**src/design/numfmt_pkg.sv**
```systemverilog
// ----------------------------------------------------------------------------
// numfmt_pkg: shared types and microcode for the number formatter
// Format codes, control word layout, the control program and the digit map.
// ----------------------------------------------------------------------------
package numfmt_pkg;

    // Format selector codes
    typedef logic [2:0] t_fmt;
    localparam t_fmt FMT_UDEC = 3'd0;
    localparam t_fmt FMT_SDEC = 3'd1;
    localparam t_fmt FMT_HEX  = 3'd2;
    localparam t_fmt FMT_OCT  = 3'd3;
    localparam t_fmt FMT_BIN  = 3'd4;

    localparam int VALUE_W    = 32;
    localparam int TOP_W      = 5;
    localparam int CHAR_W     = 8;
    localparam int DIG_W      = 4;
    // Octal needs the most stacked digits for a 32-bit number; binary is not stacked
    localparam int MAX_DIGITS = 11;
    localparam int STACK_W    = MAX_DIGITS * DIG_W;
    localparam int CNT_W      = $clog2(MAX_DIGITS + 1);

    // Divide by ten: floor(x * 0xCCCCCCCD / 2^35) is exact for all 32-bit x
    localparam logic [VALUE_W-1:0] DEC_RECIP = 32'hCCCC_CCCD;
    localparam int                 DEC_SHIFT = 35;

    localparam logic [CHAR_W-1:0] CHAR_ZERO  = 8'd48;
    localparam logic [CHAR_W-1:0] CHAR_ALPHA = 8'd65;
    localparam logic [CHAR_W-1:0] CHAR_MINUS = 8'd45;

    // Micro-operations driving the datapath
    typedef enum logic [2:0] {
        OP_WAIT,   // accept a transaction, load operands
        OP_NOP,    // decision only
        OP_SIGN,   // emit '-' and negate when signed and negative
        OP_QUOT,   // form quotient of the working value
        OP_DIGIT,  // form remainder, push digit, advance value
        OP_POP,    // emit the top digit of the stack
        OP_BIT     // emit one binary digit
    } t_op;

    // Jump conditions
    typedef enum logic [2:0] {
        C_ALWAYS,
        C_IN_ACC,
        C_FMT_BIN,
        C_FMT_BAD,
        C_Q_NZ,
        C_DIG_MORE,
        C_BIT_MORE
    } t_cond;

    typedef logic [2:0] t_upc;

    // Step labels
    localparam t_upc ST_WAIT  = 3'd0;
    localparam t_upc ST_DISP  = 3'd1;
    localparam t_upc ST_SIGN  = 3'd2;
    localparam t_upc ST_QUOT  = 3'd3;
    localparam t_upc ST_DIGIT = 3'd4;
    localparam t_upc ST_POP   = 3'd5;
    localparam t_upc ST_BIT   = 3'd6;
    localparam t_upc ST_SPARE = 3'd7;

    typedef struct packed {
        t_op   op;
        t_cond cond;
        t_upc  jt;   // next step when the condition holds
        t_upc  jf;   // next step otherwise
    } t_ctrl;

    // Control program
    function automatic t_ctrl ucode(input t_upc pc);
        t_ctrl w;
        unique case (pc)
            ST_WAIT:  w = '{OP_WAIT,  C_IN_ACC,   ST_DISP,  ST_WAIT};
            ST_DISP:  w = '{OP_NOP,   C_FMT_BIN,  ST_BIT,   ST_SIGN};
            ST_SIGN:  w = '{OP_SIGN,  C_FMT_BAD,  ST_WAIT,  ST_QUOT};
            ST_QUOT:  w = '{OP_QUOT,  C_ALWAYS,   ST_DIGIT, ST_DIGIT};
            ST_DIGIT: w = '{OP_DIGIT, C_Q_NZ,     ST_QUOT,  ST_POP};
            ST_POP:   w = '{OP_POP,   C_DIG_MORE, ST_POP,   ST_WAIT};
            ST_BIT:   w = '{OP_BIT,   C_BIT_MORE, ST_BIT,   ST_WAIT};
            default:  w = '{OP_NOP,   C_ALWAYS,   ST_WAIT,  ST_WAIT};
        endcase
        return w;
    endfunction

    // Digit value to ASCII: 0-9 then uppercase letters
    function automatic logic [CHAR_W-1:0] digit_char(input logic [DIG_W-1:0] d);
        logic [CHAR_W-1:0] r;
        if (d > 4'd9) begin
            r = CHAR_ALPHA + CHAR_W'(d) - 8'd10;
        end else begin
            r = CHAR_ZERO + CHAR_W'(d);
        end
        return r;
    endfunction

endpackage

```
**src/design/number_to_ascii_formatter.sv**
```systemverilog
// ----------------------------------------------------------------------------
// number_to_ascii_formatter: integer to ASCII character stream
// Microcoded sequencer converting one 32-bit number per transaction.
// ----------------------------------------------------------------------------
// Usage:
//   Input channel (i_valid / o_ready) carries one number with its format code
//   (0 unsigned decimal, 1 signed decimal, 2 hex, 3 octal, 4 binary) and, for
//   binary, the index of the top bit to print. Output channel
//   (o_valid / i_ready) carries one ASCII character per transaction, most
//   significant digit first, with o_last set on the final character.
//   Unused format codes 5..7 are accepted and produce no characters.
//   Timing: a transaction is taken only in the wait step. Radix formats go
//   through the wait, dispatch and sign steps, then form the quotient, then
//   the remainder and push, for each digit, then pop one character per digit
//   from the digit stack. Binary goes through the wait and dispatch steps,
//   then emits one digit per cycle while the receiver keeps up. The per-digit
//   quotient/remainder loop dominates the time for radix formats.
//   The last character sits in the output register while the next number is
//   accepted. If the receiver stalls, the emitting step holds until the
//   output register frees up; nothing is dropped.
//   Reset (synchronous, active low) returns the sequencer to the wait step
//   and empties the output register.
// ----------------------------------------------------------------------------
module number_to_ascii_formatter (
    input  logic                            i_clk,
    input  logic                            i_rst_n,
    input  logic                            i_valid,
    output logic                            o_ready,
    input  logic [2:0]                      i_func,
    input  logic [numfmt_pkg::VALUE_W-1:0]  i_value,
    input  logic [numfmt_pkg::TOP_W-1:0]    i_top_bit,
    output logic                            o_valid,
    input  logic                            i_ready,
    output logic [numfmt_pkg::CHAR_W-1:0]   o_character,
    output logic                            o_last
);
    import numfmt_pkg::*;

    // Sequencer and datapath registers
    t_upc                r_upc,   n_upc;
    t_fmt                r_func,  n_func;
    logic [VALUE_W-1:0]  r_num,   n_num;
    logic [VALUE_W-1:0]  r_q,     n_q;
    logic [TOP_W-1:0]    r_top,   n_top;
    logic [STACK_W-1:0]  r_dig,   n_dig;
    logic [CNT_W-1:0]    r_cnt,   n_cnt;
    logic                r_ovld,  n_ovld;
    logic [CHAR_W-1:0]   r_char,  n_char;
    logic                r_last,  n_last;

    t_ctrl               w_ctrl;
    logic                w_emit_ok;
    logic                w_hold;
    logic                w_cond;
    logic [2*VALUE_W-1:0] w_prod;
    logic [VALUE_W-1:0]  w_qr;
    logic [VALUE_W-1:0]  w_rem;
    logic [DIG_W-1:0]    w_digit;

    assign w_ctrl    = ucode(r_upc);
    // Output register can take a character this cycle
    assign w_emit_ok = !r_ovld || i_ready;
    // Emitting steps hold while the receiver stalls
    assign w_hold    = (w_ctrl.op == OP_SIGN || w_ctrl.op == OP_POP ||
                        w_ctrl.op == OP_BIT) && !w_emit_ok;

    // Reciprocal multiply for divide by ten
    assign w_prod = (2*VALUE_W)'(r_num) * (2*VALUE_W)'(DEC_RECIP);

    // Quotient times radix, then remainder
    always_comb begin
        case (r_func)
            FMT_HEX: w_qr = r_q << 4;
            FMT_OCT: w_qr = r_q << 3;
            default: w_qr = (r_q << 3) + (r_q << 1);
        endcase
    end
    assign w_rem   = r_num - w_qr;
    assign w_digit = w_rem[DIG_W-1:0];

    // Jump condition select
    always_comb begin
        unique case (w_ctrl.cond)
            C_ALWAYS:   w_cond = 1'b1;
            C_IN_ACC:   w_cond = i_valid;
            C_FMT_BIN:  w_cond = (r_func == FMT_BIN);
            C_FMT_BAD:  w_cond = (r_func > FMT_BIN);
            C_Q_NZ:     w_cond = (r_q != '0);
            C_DIG_MORE: w_cond = (r_cnt > CNT_W'(1));
            C_BIT_MORE: w_cond = (r_top != '0);
            default:    w_cond = 1'b0;
        endcase
    end

    // Datapath actions per micro-operation
    always_comb begin
        n_func = r_func;
        n_num  = r_num;
        n_q    = r_q;
        n_top  = r_top;
        n_dig  = r_dig;
        n_cnt  = r_cnt;
        n_char = r_char;
        n_last = r_last;
        // Drop the held character once it is taken
        n_ovld = r_ovld && !i_ready;
        n_upc  = w_cond ? w_ctrl.jt : w_ctrl.jf;

        if (w_hold) begin
            n_upc = r_upc;
        end else begin
            unique case (w_ctrl.op)
                OP_WAIT: begin
                    if (i_valid) begin
                        n_func = i_func;
                        n_num  = i_value;
                        n_top  = i_top_bit;
                        n_cnt  = '0;
                    end
                end
                OP_NOP: begin
                end
                OP_SIGN: begin
                    if (r_func == FMT_SDEC && r_num[VALUE_W-1]) begin
                        n_num  = '0 - r_num;
                        n_ovld = 1'b1;
                        n_char = CHAR_MINUS;
                        n_last = 1'b0;
                    end
                end
                OP_QUOT: begin
                    case (r_func)
                        FMT_HEX: n_q = r_num >> 4;
                        FMT_OCT: n_q = r_num >> 3;
                        default: n_q = VALUE_W'(w_prod >> DEC_SHIFT);
                    endcase
                end
                OP_DIGIT: begin
                    // Push onto the low end; the last pushed digit pops first
                    n_dig = {r_dig[STACK_W-DIG_W-1:0], w_digit};
                    n_cnt = r_cnt + CNT_W'(1);
                    n_num = r_q;
                end
                OP_POP: begin
                    n_ovld = 1'b1;
                    n_char = digit_char(r_dig[DIG_W-1:0]);
                    n_last = (r_cnt == CNT_W'(1));
                    n_dig  = r_dig >> DIG_W;
                    n_cnt  = r_cnt - CNT_W'(1);
                end
                OP_BIT: begin
                    n_ovld = 1'b1;
                    n_char = r_num[r_top] ? (CHAR_ZERO + 8'd1) : CHAR_ZERO;
                    n_last = (r_top == '0);
                    n_top  = r_top - TOP_W'(1);
                end
                default: begin
                end
            endcase
        end
    end

    always_ff @(posedge i_clk) begin
        if (!i_rst_n) begin
            r_upc  <= ST_WAIT;
            r_ovld <= 1'b0;
            r_cnt  <= '0;
        end else begin
            r_upc  <= n_upc;
            r_ovld <= n_ovld;
            r_cnt  <= n_cnt;
        end
        r_func <= n_func;
        r_num  <= n_num;
        r_q    <= n_q;
        r_top  <= n_top;
        r_dig  <= n_dig;
        r_char <= n_char;
        r_last <= n_last;
    end

    assign o_ready     = (r_upc == ST_WAIT);
    assign o_valid     = r_ovld;
    assign o_character = r_char;
    assign o_last      = r_last;

    // Digit stack never overflows
    a_stack_bound: assert property (@(posedge i_clk) disable iff (!i_rst_n)
        r_cnt <= CNT_W'(MAX_DIGITS))
        else $error("digit stack overflow");

    // Popping only happens with digits on the stack
    a_pop_nonempty: assert property (@(posedge i_clk) disable iff (!i_rst_n)
        (r_upc == ST_POP) |-> (r_cnt != '0))
        else $error("pop from empty digit stack");

    // Binary step only runs for the binary format
    a_bin_fmt: assert property (@(posedge i_clk) disable iff (!i_rst_n)
        (r_upc == ST_BIT) |-> (r_func == FMT_BIN))
        else $error("binary step with wrong format");

    // A number is taken only in the wait step and always moves the sequencer to dispatch
    a_accept_idle: assert property (@(posedge i_clk) disable iff (!i_rst_n)
        (i_valid && o_ready) |=> (r_upc == ST_DISP))
        else $error("accepted transaction did not start dispatch");

endmodule
```
**config.mk**
```make
export PLATFORM = sky130hd
export DESIGN_NAME = number_to_ascii_formatter
export DESIGN_NICKNAME = d
export VERILOG_FILES = /design/src/design/numfmt_pkg.sv /design/src/design/number_to_ascii_formatter.sv
export SDC_FILE = /design/constraint.sdc
export NUM_CORES = 1
export LEC_CHECK = 0
export ABC_AREA = 1
export ABC_CLOCK_PERIOD_IN_PS = 14950
export BUFFER_PORTS_ARGS = -buffer_cell sky130_fd_sc_hd__buf_2
export CAP_MARGIN = 20
export CORE_ASPECT_RATIO = 0.5
export CORE_MARGIN = 2
export CORE_UTILIZATION = 46
export DETAILED_ROUTE_END_ITERATION = 10
export PLACE_DENSITY = 0.63
export SETUP_SLACK_MARGIN = 0.1
export SKIP_LAST_GASP = 1
export SYNTH_ARGS = -nofsm -noshare
export SYNTH_HDL_FRONTEND = slang
export SYNTH_SLANG_ARGS = --single-unit
```
**constraint.sdc**
```tcl
create_clock -name i_clk -period 14.95 [get_ports i_clk]
set_clock_uncertainty 0.1 [all_clocks]
set_input_delay 2.2425 -clock i_clk [delete_from_list [all_inputs] [get_ports i_clk]]
set_output_delay 2.2425 -clock i_clk [all_outputs]
set_load 0.1 [all_outputs]
```
Yosys cells after proc, flatten, opt, wreduce, memory -nomap -nowiden. Index checks and enable logic that the tools add are counted.

Register bits: 130.

Add/subtract/negate cells: 9. Multiply operators: 1. $lt $le $gt $ge: 4. Equality and inequality tests: 24. Multiplexer cells: 24. Bitwise gates (word level): 1. Reductions and logical operators: 28.

Operators by type and width (number): $pmux 32 s3 (1); $pmux 44 s2 (1); $pmux 12 s7 (1); $mul 32x32->64 const B (1); $mux 32 (2); $pmux 29 s2 (1); $reduce_bool 32->1 (1); $sub 1x32->32 const A (1); $eq 3x3->1 const B (10); $eq 3x2->1 const B (8); $pmux 8 s3 (1); $mux 8 (2); $pmux 4 s3 (1); $reduce_and 3->1 (4); $pmux 5 s2 (1); $eq 3x1->1 const B (3); $logic_not 3->1 (3); $reduce_bool 3->1 (3); $add 7x4->8 const A (1); $pmux 4 s2 (1); $sub 8x4->8 const B (1); $add 6x4->7 const A (1); $pmux 1 s7 (1); $lt 5x6->1 const B (1); 28 further kinds (40).

Longest topological paths before layout. Gate-level depths: netlist of run 1.

Depth after elaboration: 8. Gate-level depth with buffers: 33.

Worst setup path after synthesis of run 1. Ideal clock, no wire load.

Path type: reg-to-reg. Start point: register r_num[8]. End point: register r_q[27] (data pin). Setup time: 257 ps. Data arrival time: 6168 ps. Data required time: 14593 ps. Path slack: 8425 ps. Cell stages (with the launch flop): 29. Buffers on the path: 2. Clock period less this slack: 6525 ps. Cells stage by stage: edfxtp_1 clkbuf_1 inv_1 ha_1 clkbuf_1 xnor2_1 o21ai_0 fa_1 inv_1 fa_1 fa_1 inv_1 fa_1 fa_1 inv_1 fa_1 inv_1 ha_1 nand2_1 nor2_1 nand2_1 nor3_1 nand2_1 nand2_1 nand2_1 nand2_1 nand2_1 nand3_1 nand2_1.

Cells in the longest elaborated chain, start to end: 2.

Ends and longest elaborated chain: start, declared (line number_to_ascii_formatter.sv:42) `logic [VALUE_W-1:0] r_num, n_num;`; start signal, assigned (line number_to_ascii_formatter.sv:174) `r_num <= n_num;`; $mul 32x32->64 (line number_to_ascii_formatter.sv:68) `assign w_prod = (2*VALUE_W)'(r_num) * (2*VALUE_W)'(DEC_RECIP);`; $pmux 29 s2 (line number_to_ascii_formatter.sv:132) `case (r_func)`; end signal, assigned (line number_to_ascii_formatter.sv:175) `r_q <= n_q;`; end, declared (line number_to_ascii_formatter.sv:43) `logic [VALUE_W-1:0] r_q, n_q;`.

No other way between the ends. A chain may end at the register's enable or synchronous reset.

Worst setup path after layout of run 1.
Start point: register r_num[15]. End point: register r_q[9] (data pin).

The elaborated chain is that of the path after synthesis.

==> results.tsv, run 1 <==
metric	value	unit
status	finished, final reports clean	
maxSlewViolCount	0	
grt_max_degree	55	
max_freq	0.123	GHz
wire_per_inst	24.0	microns
dr.first_iter.drc_count	2523	
ctsHoldBuffers	0	
routabilityCongestion	1.04	
vias	22080	
grt_pass1_vias	22357	
synth-seq-cells	129	
core	0.0573	sq mm
post_cts_resized	0	
synth_area_leaders	fa_1, ha_1, edfxtp_1	
finalNetCount	4138	
insertion_delay	0.49	ns
start_kind	register	
period_share	54.3	%
slowest_delay	0.61	ns
antennaDiodeCount	0	
syn-cell-area	0.0267	sq mm
criticalPathCategory	register to register	
ys_types	49	
final_common_cell	inv_1	
htreeDepth	4	
worst_r2r_path_depth	27	
synth-edff-count	121	
required	15.04	ns
final_cell_mix	inv_1, nand2_1, fa_1	
crit_path_start	r_num[15]	
crit_fanout	8	
cpMostUsedCell	inv_1	
crit_slowest_cell	edfxtp_1	
period_minus_slack	8.12	ns
worst_pin_slew	1.07	ns
yosys_warnings	0	
initial_core_util	46.5	%
rows	62	
hold_viol	0	
detail-route-antenna-nets	0	
wirelength	98.5	mm
tns	0	ns
synth_area_per_cell	8.12	sq um
clk_pin_slew	0.12	ns
grt_pass1_wl	146	mm
r2r_start	r_num[15]	
synth_top_cell_by_area	fa_1	
cp-end-kind	register	
grt_usage	33.9	%
numCtsBuffers	17	
firstDrtPassIters	6	
ctsLongestPathBuffers	2	
synth_fp_nets	4098	
portBuffers	53	
fp.dieArea	0.0600	sq mm
hp-class	register to register	
dp_hpwl	84.9	mm
cts_root_buf	clkbuf_16	
layout-drive-gt1-share	4.41	%
min_from	r_dig[5]	
tritoncts	built	
die_h	174	microns
setup_viol	0	
drv_cap	0	
cts.sinks	129	
syn_inst	3284	
synth_top_cell_area_share	29.1	%
ys_async_sr_fraction	0	%
antenna_found_initial	4	
ios	55	
area_delta_synth_final	6.50	%
crit_arrival	8.20	ns
min_delay_path_depth	2	
synthFlopType	edfxtp_1	
avgViaCountPerCell	5.38	
cts_setup_buffers	0	
dieWidth	344	microns
drc	0	
grt_overflow	0	
relSlewSlack	28.4	%
rsz0062_at_grt	false	
synth_seq_area_share	14.2	%
cell usage after synthesis, types with 2 or more instances:
library cell,number
a211oi_1,3
inv_2,8
nand4_1,20
nand3_2,2
o21ai_1,10
o21ai_0,130
nor3_2,2
a21o_1,8
dfxtp_1,8
nor2_4,4
a22oi_1,28
nor3_4,2
nor2_2,8
buf_1,5
nor4_1,8
nand3b_1,8
nand2_1,627
o311ai_1,2
inv_1,932
buf_4,2
a31oi_1,2
o211ai_1,11
o221ai_1,2
buf_2,12
o21bai_1,17
fa_1,387
ha_1,383
a21oi_1,111
o22ai_1,4
xor2_1,46
nor3_1,20
o31ai_1,3
or2_2,4
clkbuf_1,30
xnor2_1,13
nand2_2,3
nand3_1,131
edfxtp_1,121
nor2_1,157
flip-flops by register name, indices dropped and copies added (netlist names):
name / flops
o_character: 7
o_last: 1
o_valid: 1
r_cnt: 4
r_dig: 44
r_func: 3
r_num: 32
r_q: 29
r_top: 5
r_upc: 3
cell type report:
cell class	count	area [sq um]
timing repair buffer	71	400
clock buffer	17	425
multi-input combinational	2164	19200
inverter	941	3530
tap	768	961
sequential	129	3790
clock inverter	15	125
fill	5660	28900
critical path, delay by kind of cell (launching register included):
family | cells | cell delay (ns)
DFF | 1 | 0.61
adders and majority gates | 9 | 4.70
and+or+nand+nor | 9 | 1.41
buffers and inverters | 9 | 1.01
metal layers:
layer	vias to the layer above	routed length, microns	track usage (%)
met2	1081	38300	45.6
met1	10769	44100	49.7
li1	10077	-	-
met5	-	34	0
met4	6	2290	7.26
met3	147	13900	14.7
stage by stage:
stage	util [%]	cell area (sq um)	hold slack (ns)	setup slack, ns	instances
detailed placement	48.6	27800	0.421	7.12	4072
finish	49.5	28400	0.422	6.83	4105
global placement	48.6	27800	0.407	7.07	4072
global route	49.5	28400	0.464	6.59	4105
CTS	49.5	28400	0.436	7.10	4104
floorplan	-	26700	0.400	8.43	3284
worst paths after layout:
check / to / slack, ns
max: r_q[9] / 6.83
min: r_dig[1] / 0.42
max reg2reg: r_q[9] / 6.83
min reg2reg: r_dig[1] / 0.42
cells by family after synthesis:
kind of cell	Yosys count	synth area share [%]
AO/OA/AOI/OAI	335	7.09
other	1	0.0141
XOR/XNOR	59	1.94
AND/OR/NAND/NOR	999	15.7
adder cells (fa/ha/maj)	770	47.0
buffers and inverters	991	14.0
flip-flops	129	14.2
Power of run 1 is not shown: default switching activity piles up to over one toggle a cycle in this logic, so the estimate is an artifact.
==> run 2, diff against run 1 <==
--- a/config.mk
+++ b/config.mk
@@ -6,14 +6,14 @@
 export NUM_CORES = 1
 export LEC_CHECK = 0
 export ABC_AREA = 1
-export ABC_CLOCK_PERIOD_IN_PS = 14950
+export ABC_CLOCK_PERIOD_IN_PS = 6510
 export BUFFER_PORTS_ARGS = -buffer_cell sky130_fd_sc_hd__buf_2
 export CAP_MARGIN = 20
 export CORE_ASPECT_RATIO = 0.5
 export CORE_MARGIN = 2
 export CORE_UTILIZATION = 46
 export DETAILED_ROUTE_END_ITERATION = 10
-export PLACE_DENSITY = 0.63
+export PLACE_DENSITY = 0.65
 export SETUP_SLACK_MARGIN = 0.1
 export SKIP_LAST_GASP = 1
 export SYNTH_ARGS = -nofsm -noshare
==> constraint.sdc (replaced) <==
create_clock -name i_clk -period 6.51 [get_ports i_clk]
set_clock_uncertainty 0.1 [all_clocks]
set_input_delay 0.9765 -clock i_clk [delete_from_list [all_inputs] [get_ports i_clk]]
set_output_delay 0.9765 -clock i_clk [all_outputs]
set_load 0.1 [all_outputs]
==> run 2 against run 1 <==
Against the previous run:
- the run now ends with setup timing left
- first-iteration DRC count shrank 2.5%
- sequential share of layout area shrank 2.7 points
- die area is the same
- clock-buffer cell count grew 1
- sequential cell count is the same
- wire length grew 7.9%
- fmax grew 23%
- via count grew 10%
- largest cell class unchanged
- highest routed layer unchanged
==> results.tsv, run 2 (synthesis results as in run 1) <==
metric	value	unit	change
maxSlewViolCount	0		unchanged
final_cell_mix	inv_1, nand2_1, buf_4		
holdWs	0.441	ns	+0.0188 ns
drv_cap	0		unchanged
grt_overflow	0		unchanged
routabilityCongestion	1.08		+3.5%
initial_core_util	46.5	%	unchanged
rows	62		unchanged
worst_pin_slew	1.06	ns	-0.0104 ns
antenna_found_initial	4		unchanged
violations	setup timing		
top_register	r_dig		
period_minus_slack	6.59	ns	-1.53 ns
grt_pass1_wl	157	mm	+7.0%
detail-route-antenna-nets	0		unchanged
crit_arrival	6.71	ns	-1.49 ns
ctsHoldBuffers	0		unchanged
slowest_delay	0.58	ns	-0.03 ns
final_common_cell	inv_1		
wirelength	106	mm	+7.9%
start_kind	register		
relSlewSlack	29.1	%	+0.69 points
antennaDiodeCount	0		unchanged
grt_pass1_vias	24639		+10%
reg2reg_slack	-0.08	ns	-6.91 ns
firstDrtPassIters	6		unchanged
fp.dieArea	0.0600	sq mm	unchanged
crit_slowest_cell	fa_1		
wire_per_inst	23.0	microns	-4.0%
dieWidth	344	microns	unchanged
status	complete, but fails checks		
dr.first_iter.drc_count	2459		-2.5%
grt_usage	36.2	%	+2.3 points
min_delay_path_depth	2		unchanged
max_freq	0.152	GHz	+23%
htreeDepth	4		unchanged
tritoncts	built		
area_delta_synth_final	33.7	%	
required	6.63	ns	-8.41 ns
criticalPathCategory	register to register		
avgViaCountPerCell	5.27		-2.1%
die_h	174	microns	unchanged
hold_viol	0		unchanged
dp_hpwl	90.8	mm	+6.9%
numCtsBuffers	17		unchanged
ios	55		unchanged
worst_r2r_path_depth	29		+7.4%
layout-drive-gt1-share	32.0	%	+28 points
crit_fanout	3		-5
portBuffers	53		unchanged
vias	24287		+10%
period_share	101	%	+47 points
nFillCells	4945		-13%
setup_viol	14		+14
insertion_delay	0.47	ns	-0.02 ns
worst_slack	-0.0761	ns	-6.91 ns
cts.sinks	129		unchanged
cts_root_buf	clkbuf_16		
core	0.0573	sq mm	unchanged
cpMostUsedCell	fa_1		
rsz0062_at_grt	true		
finalNetCount	4645		+12%
drc	0		unchanged
largestRegisters	r_dig: 44 flops, r_num: 32 flops, r_q: 29 flops		
clk_pin_slew	0.09	ns	-0.03 ns
ctsLongestPathBuffers	2		unchanged
grt_max_degree	55		unchanged
largest_reg_flops	44		unchanged
hp-class	register to register		
cp-end-kind	register		
-- run 2: cell types whose count changed in the layout (fill, tap and decap cells not counted), sizes merged --
cell	delta
buf	+507
inv	-5
clkinvlp	+2
bufinv	+1
clkbuf	+1
clkinv	+1
-- run 2: path summary, 6_finish.rpt --
check            start        end
max          r_num[11]    r_q[13]
min reg2reg  r_dig[42]  r_dig[38]
max reg2reg  r_num[11]    r_q[13]
min          r_dig[42]  r_dig[38]
-- run 2: critical path, delay by kind of cell (launching register included) --
family                     cells  cell delay (ns)
AOI/OAI and AO/OA              1             0.16
buffers and inverters          7             0.60
adders and majority gates      9             3.85
and+or+nand+nor               11             1.01
DFF                            1             0.46
xor gates and xnor gates       1             0.16
-- run 2: stage by stage --
stage | setup slack, ns | instance area (sq um) | std cells | util [%] | TNS (ns)
after floorplan | 0.0987 | 26700 | 3284 | - | 0
final | -0.0761 | 35700 | 4612 | 62.2 | -0.551
after detailed placement | -0.835 | 31300 | 4511 | 54.6 | -13.05
after CTS | -0.0588 | 34400 | 4581 | 60.0 | -0.477
after global routing | -0.271 | 35700 | 4612 | 62.2 | -5.13
after global placement | -0.795 | 31300 | 4511 | 54.6 | -12.38
-- run 2: per-layer routing --
layer | vias up | GRT usage (%) | share of wire [%]
met5 | - | 0 | 0.031
met2 | 1180 | 49.5 | 39
met4 | 4 | 7.30 | 2.1
met1 | 11838 | 52.7 | 44
met3 | 155 | 15.5 | 15
li1 | 11110 | - | -
-- run 2: area by class of cell --
type / instances / area (sq um) / area share (%)
clock buffers: 18 / 429 / 1.20
clock inverters: 14 / 129 / 0.361
inverters: 941 / 3560 / 9.99
multi-input cells: 2164 / 22200 / 62.3
flip-flops and latches: 129 / 3790 / 10.6
well taps: 768 / 961 / 2.69
repair buffers: 578 / 4570 / 12.8
-- run 2: repair_timing --
| action | CTS | global route |
|---|---|---|
| resized for setup | 523 | 286 |
| pin swaps | 217 | 165 |
| endpoints found under the setup margin | 29 | 29 |
| hold endpoints to repair | 0 | 0 |
| setup buffers | 39 | 29 |
Power of run 2 is left out for the same reason.
==> run 3, diff against run 2 <==
--- a/config.mk
+++ b/config.mk
@@ -7,13 +7,13 @@
 export LEC_CHECK = 0
 export ABC_AREA = 1
 export ABC_CLOCK_PERIOD_IN_PS = 6510
-export BUFFER_PORTS_ARGS = -buffer_cell sky130_fd_sc_hd__buf_2
 export CAP_MARGIN = 20
 export CORE_ASPECT_RATIO = 0.5
 export CORE_MARGIN = 2
 export CORE_UTILIZATION = 46
 export DETAILED_ROUTE_END_ITERATION = 10
-export PLACE_DENSITY = 0.65
+export DONT_BUFFER_PORTS = 1
+export PLACE_DENSITY = 0.64
 export SETUP_SLACK_MARGIN = 0.1
 export SKIP_LAST_GASP = 1
 export SYNTH_ARGS = -nofsm -noshare
==> run 3 against run 2 <==
Against the previous run:
- the run still ends with setup timing left
- non-clock buffer count decreased by 55
- wire length rose by 0.97%
- final area decreased by 2.7%
- hold slack worse by 0.0088 ns
- utilization is 1.6 points lower
- critical path depth is 1 higher
- sequential share of layout area rose by 0.29 points
- setup slack worse by 0.085 ns
- die area unchanged
- global-route usage up 0.32 points
- final cell count is 1.1% lower
- critical endpoint is now r_q[20]
==> results.tsv, run 3 (synthesis results as in run 1) <==
metric	value	unit	change
layout-drive-gt1-share	27.5	%	-4.4 points
dr.first_iter.drc_count	2428		-1.3%
detail-route-antenna-nets	0		unchanged
drv_cap	0		unchanged
tns	-2.15	ns	-1.60 ns
cp-end-kind	register		
grt_usage	36.5	%	+0.32 points
die_h	174	microns	unchanged
final-instance-count-excl-fill	4562		-1.1%
fp.dieArea	0.0600	sq mm	unchanged
cts_root_buf	clkbuf_16		
seqCellArea	0.00379	sq mm	unchanged
finalNetCount	4590		-1.2%
wire_per_inst	23.5	microns	+2.1%
antenna_found_initial	6		+2
drc	0		unchanged
start_kind	register		
initial_core_util	46.5	%	unchanged
insertion_delay	0.48	ns	about the same
largest_reg_flops	44		unchanged
routabilityCongestion	1.11		+2.8%
relSlewSlack	22.1	%	-7.0 points
hold_viol	0		unchanged
cts.sinks	129		unchanged
tritoncts	built		
maxSlewViolCount	0		unchanged
grt_max_degree	55		unchanged
rows	62		unchanged
worst_slack	-0.161	ns	-0.0849 ns
placed_cells	4446		-1.4%
htreeDepth	4		unchanged
rsz0062_at_grt	true		
largestRegisters	r_dig: 44 flops, r_num: 32 flops, r_q: 29 flops		
area_delta_synth_final	30.2	%	
setup_viol	25		+11
period_minus_slack	6.67	ns	+0.0849 ns
portBuffers	0		-100%
ctsHoldBuffers	0		unchanged
final_cell_mix	inv_1, nand2_1, buf_4		
hp-class	register to register		
violations	setup timing		
cpMostUsedCell	fa_1		
firstDrtPassIters	5		-1
grt_pass1_wl	158	mm	+0.88%
grt_overflow	0		unchanged
ios	55		unchanged
clk_pin_slew	0.09	ns	about the same
avgViaCountPerCell	5.35		+1.5%
core	0.0573	sq mm	unchanged
dieWidth	344	microns	unchanged
dp_hpwl	90.9	mm	+0.20%
crit_slowest_cell	fa_1		
crit_fanout	5		+2
vias	24384		+0.40%
ctsLongestPathBuffers	2		unchanged
wirelength	107	mm	+0.97%
required	6.63	ns	about the same
top_register	r_dig		
final_common_cell	inv_1		
slowest_delay	0.58	ns	about the same
max_freq	0.150	GHz	-1.3%
grt_pass1_vias	24385		-1.0%
criticalPathCategory	register to register		
status	complete, but fails checks		
worst_pin_slew	1.17	ns	+0.104 ns
nFillCells	5129		+3.7%
multi_input_area	0.0216	sq mm	-2.7%
period_share	102	%	+1.3 points
crit_arrival	6.79	ns	+0.08 ns
place_ws	-0.650	ns	+0.185 ns
numCtsBuffers	17		unchanged
[run 3: changes by cell type in the layout (fill, tap and decap cells not counted), sizes merged]
cell	before	now
buf	577	522
clkinv	7	3
inv	942	951
diode	0	5
bufinv	1	0
clkinvlp	5	1
[run 3: worst paths after layout]
check             startpoint         to  slack, ns  depth (start not counted)
setup / recovery   r_num[13]    r_q[20]      -0.16                         30
setup reg to reg   r_num[13]    r_q[20]      -0.16                         30
hold reg to reg    r_dig[40]  r_dig[36]       0.43                          2
hold / removal     r_dig[40]  r_dig[36]       0.43                          2
[run 3: through the flow]
stage          utilization, %  hold WS, ns  cell area (sq um)
2_1_floorplan               -        0.400              26700
3_3_place_gp             53.9        0.410              30900
3_5_place_dp             53.9        0.429              30900
4_1_cts                  58.8        0.437              33700
5_1_grt                  60.5        0.443              34700
6_report                 60.6        0.432              34700
[run 3: layout make-up]
class	count	area share, %
clock buffers	18	1.30
multi-input cells	2164	62.2
repair buffers	523	12.0
inverters	941	10.3
diodes	5	0.0360
well taps	768	2.77
clock inverters	14	0.389
flip-flops and latches	129	10.9
[run 3: timing repair]
item                                    in CTS  in global routing
endpoints found under the setup margin      29                 29
resized for setup                          433                188
pin swaps                                  158                123
setup buffers                               51                 28
[run 3: layer usage]
layer  track usage (%)  wire, microns  share of wire (%)  vias to the layer above
met4              7.39           2310                2.1                        0
met1              54.2          47600                 44                    12030
li1                  -              -                  -                    10996
met3              14.4          15300                 14                      146
met5                 0              0                  0                        -
met2              49.6          42100                 39                     1212
[run 3: worst max-delay path, delay by kind of cell (launching register included)]
kind,cells,cell delay [ns]
simple gates,10,0.81
flops,1,0.49
fa+ha+maj,9,4.11
buf+inv,11,0.91
Power of run 3 is left out for the same reason.
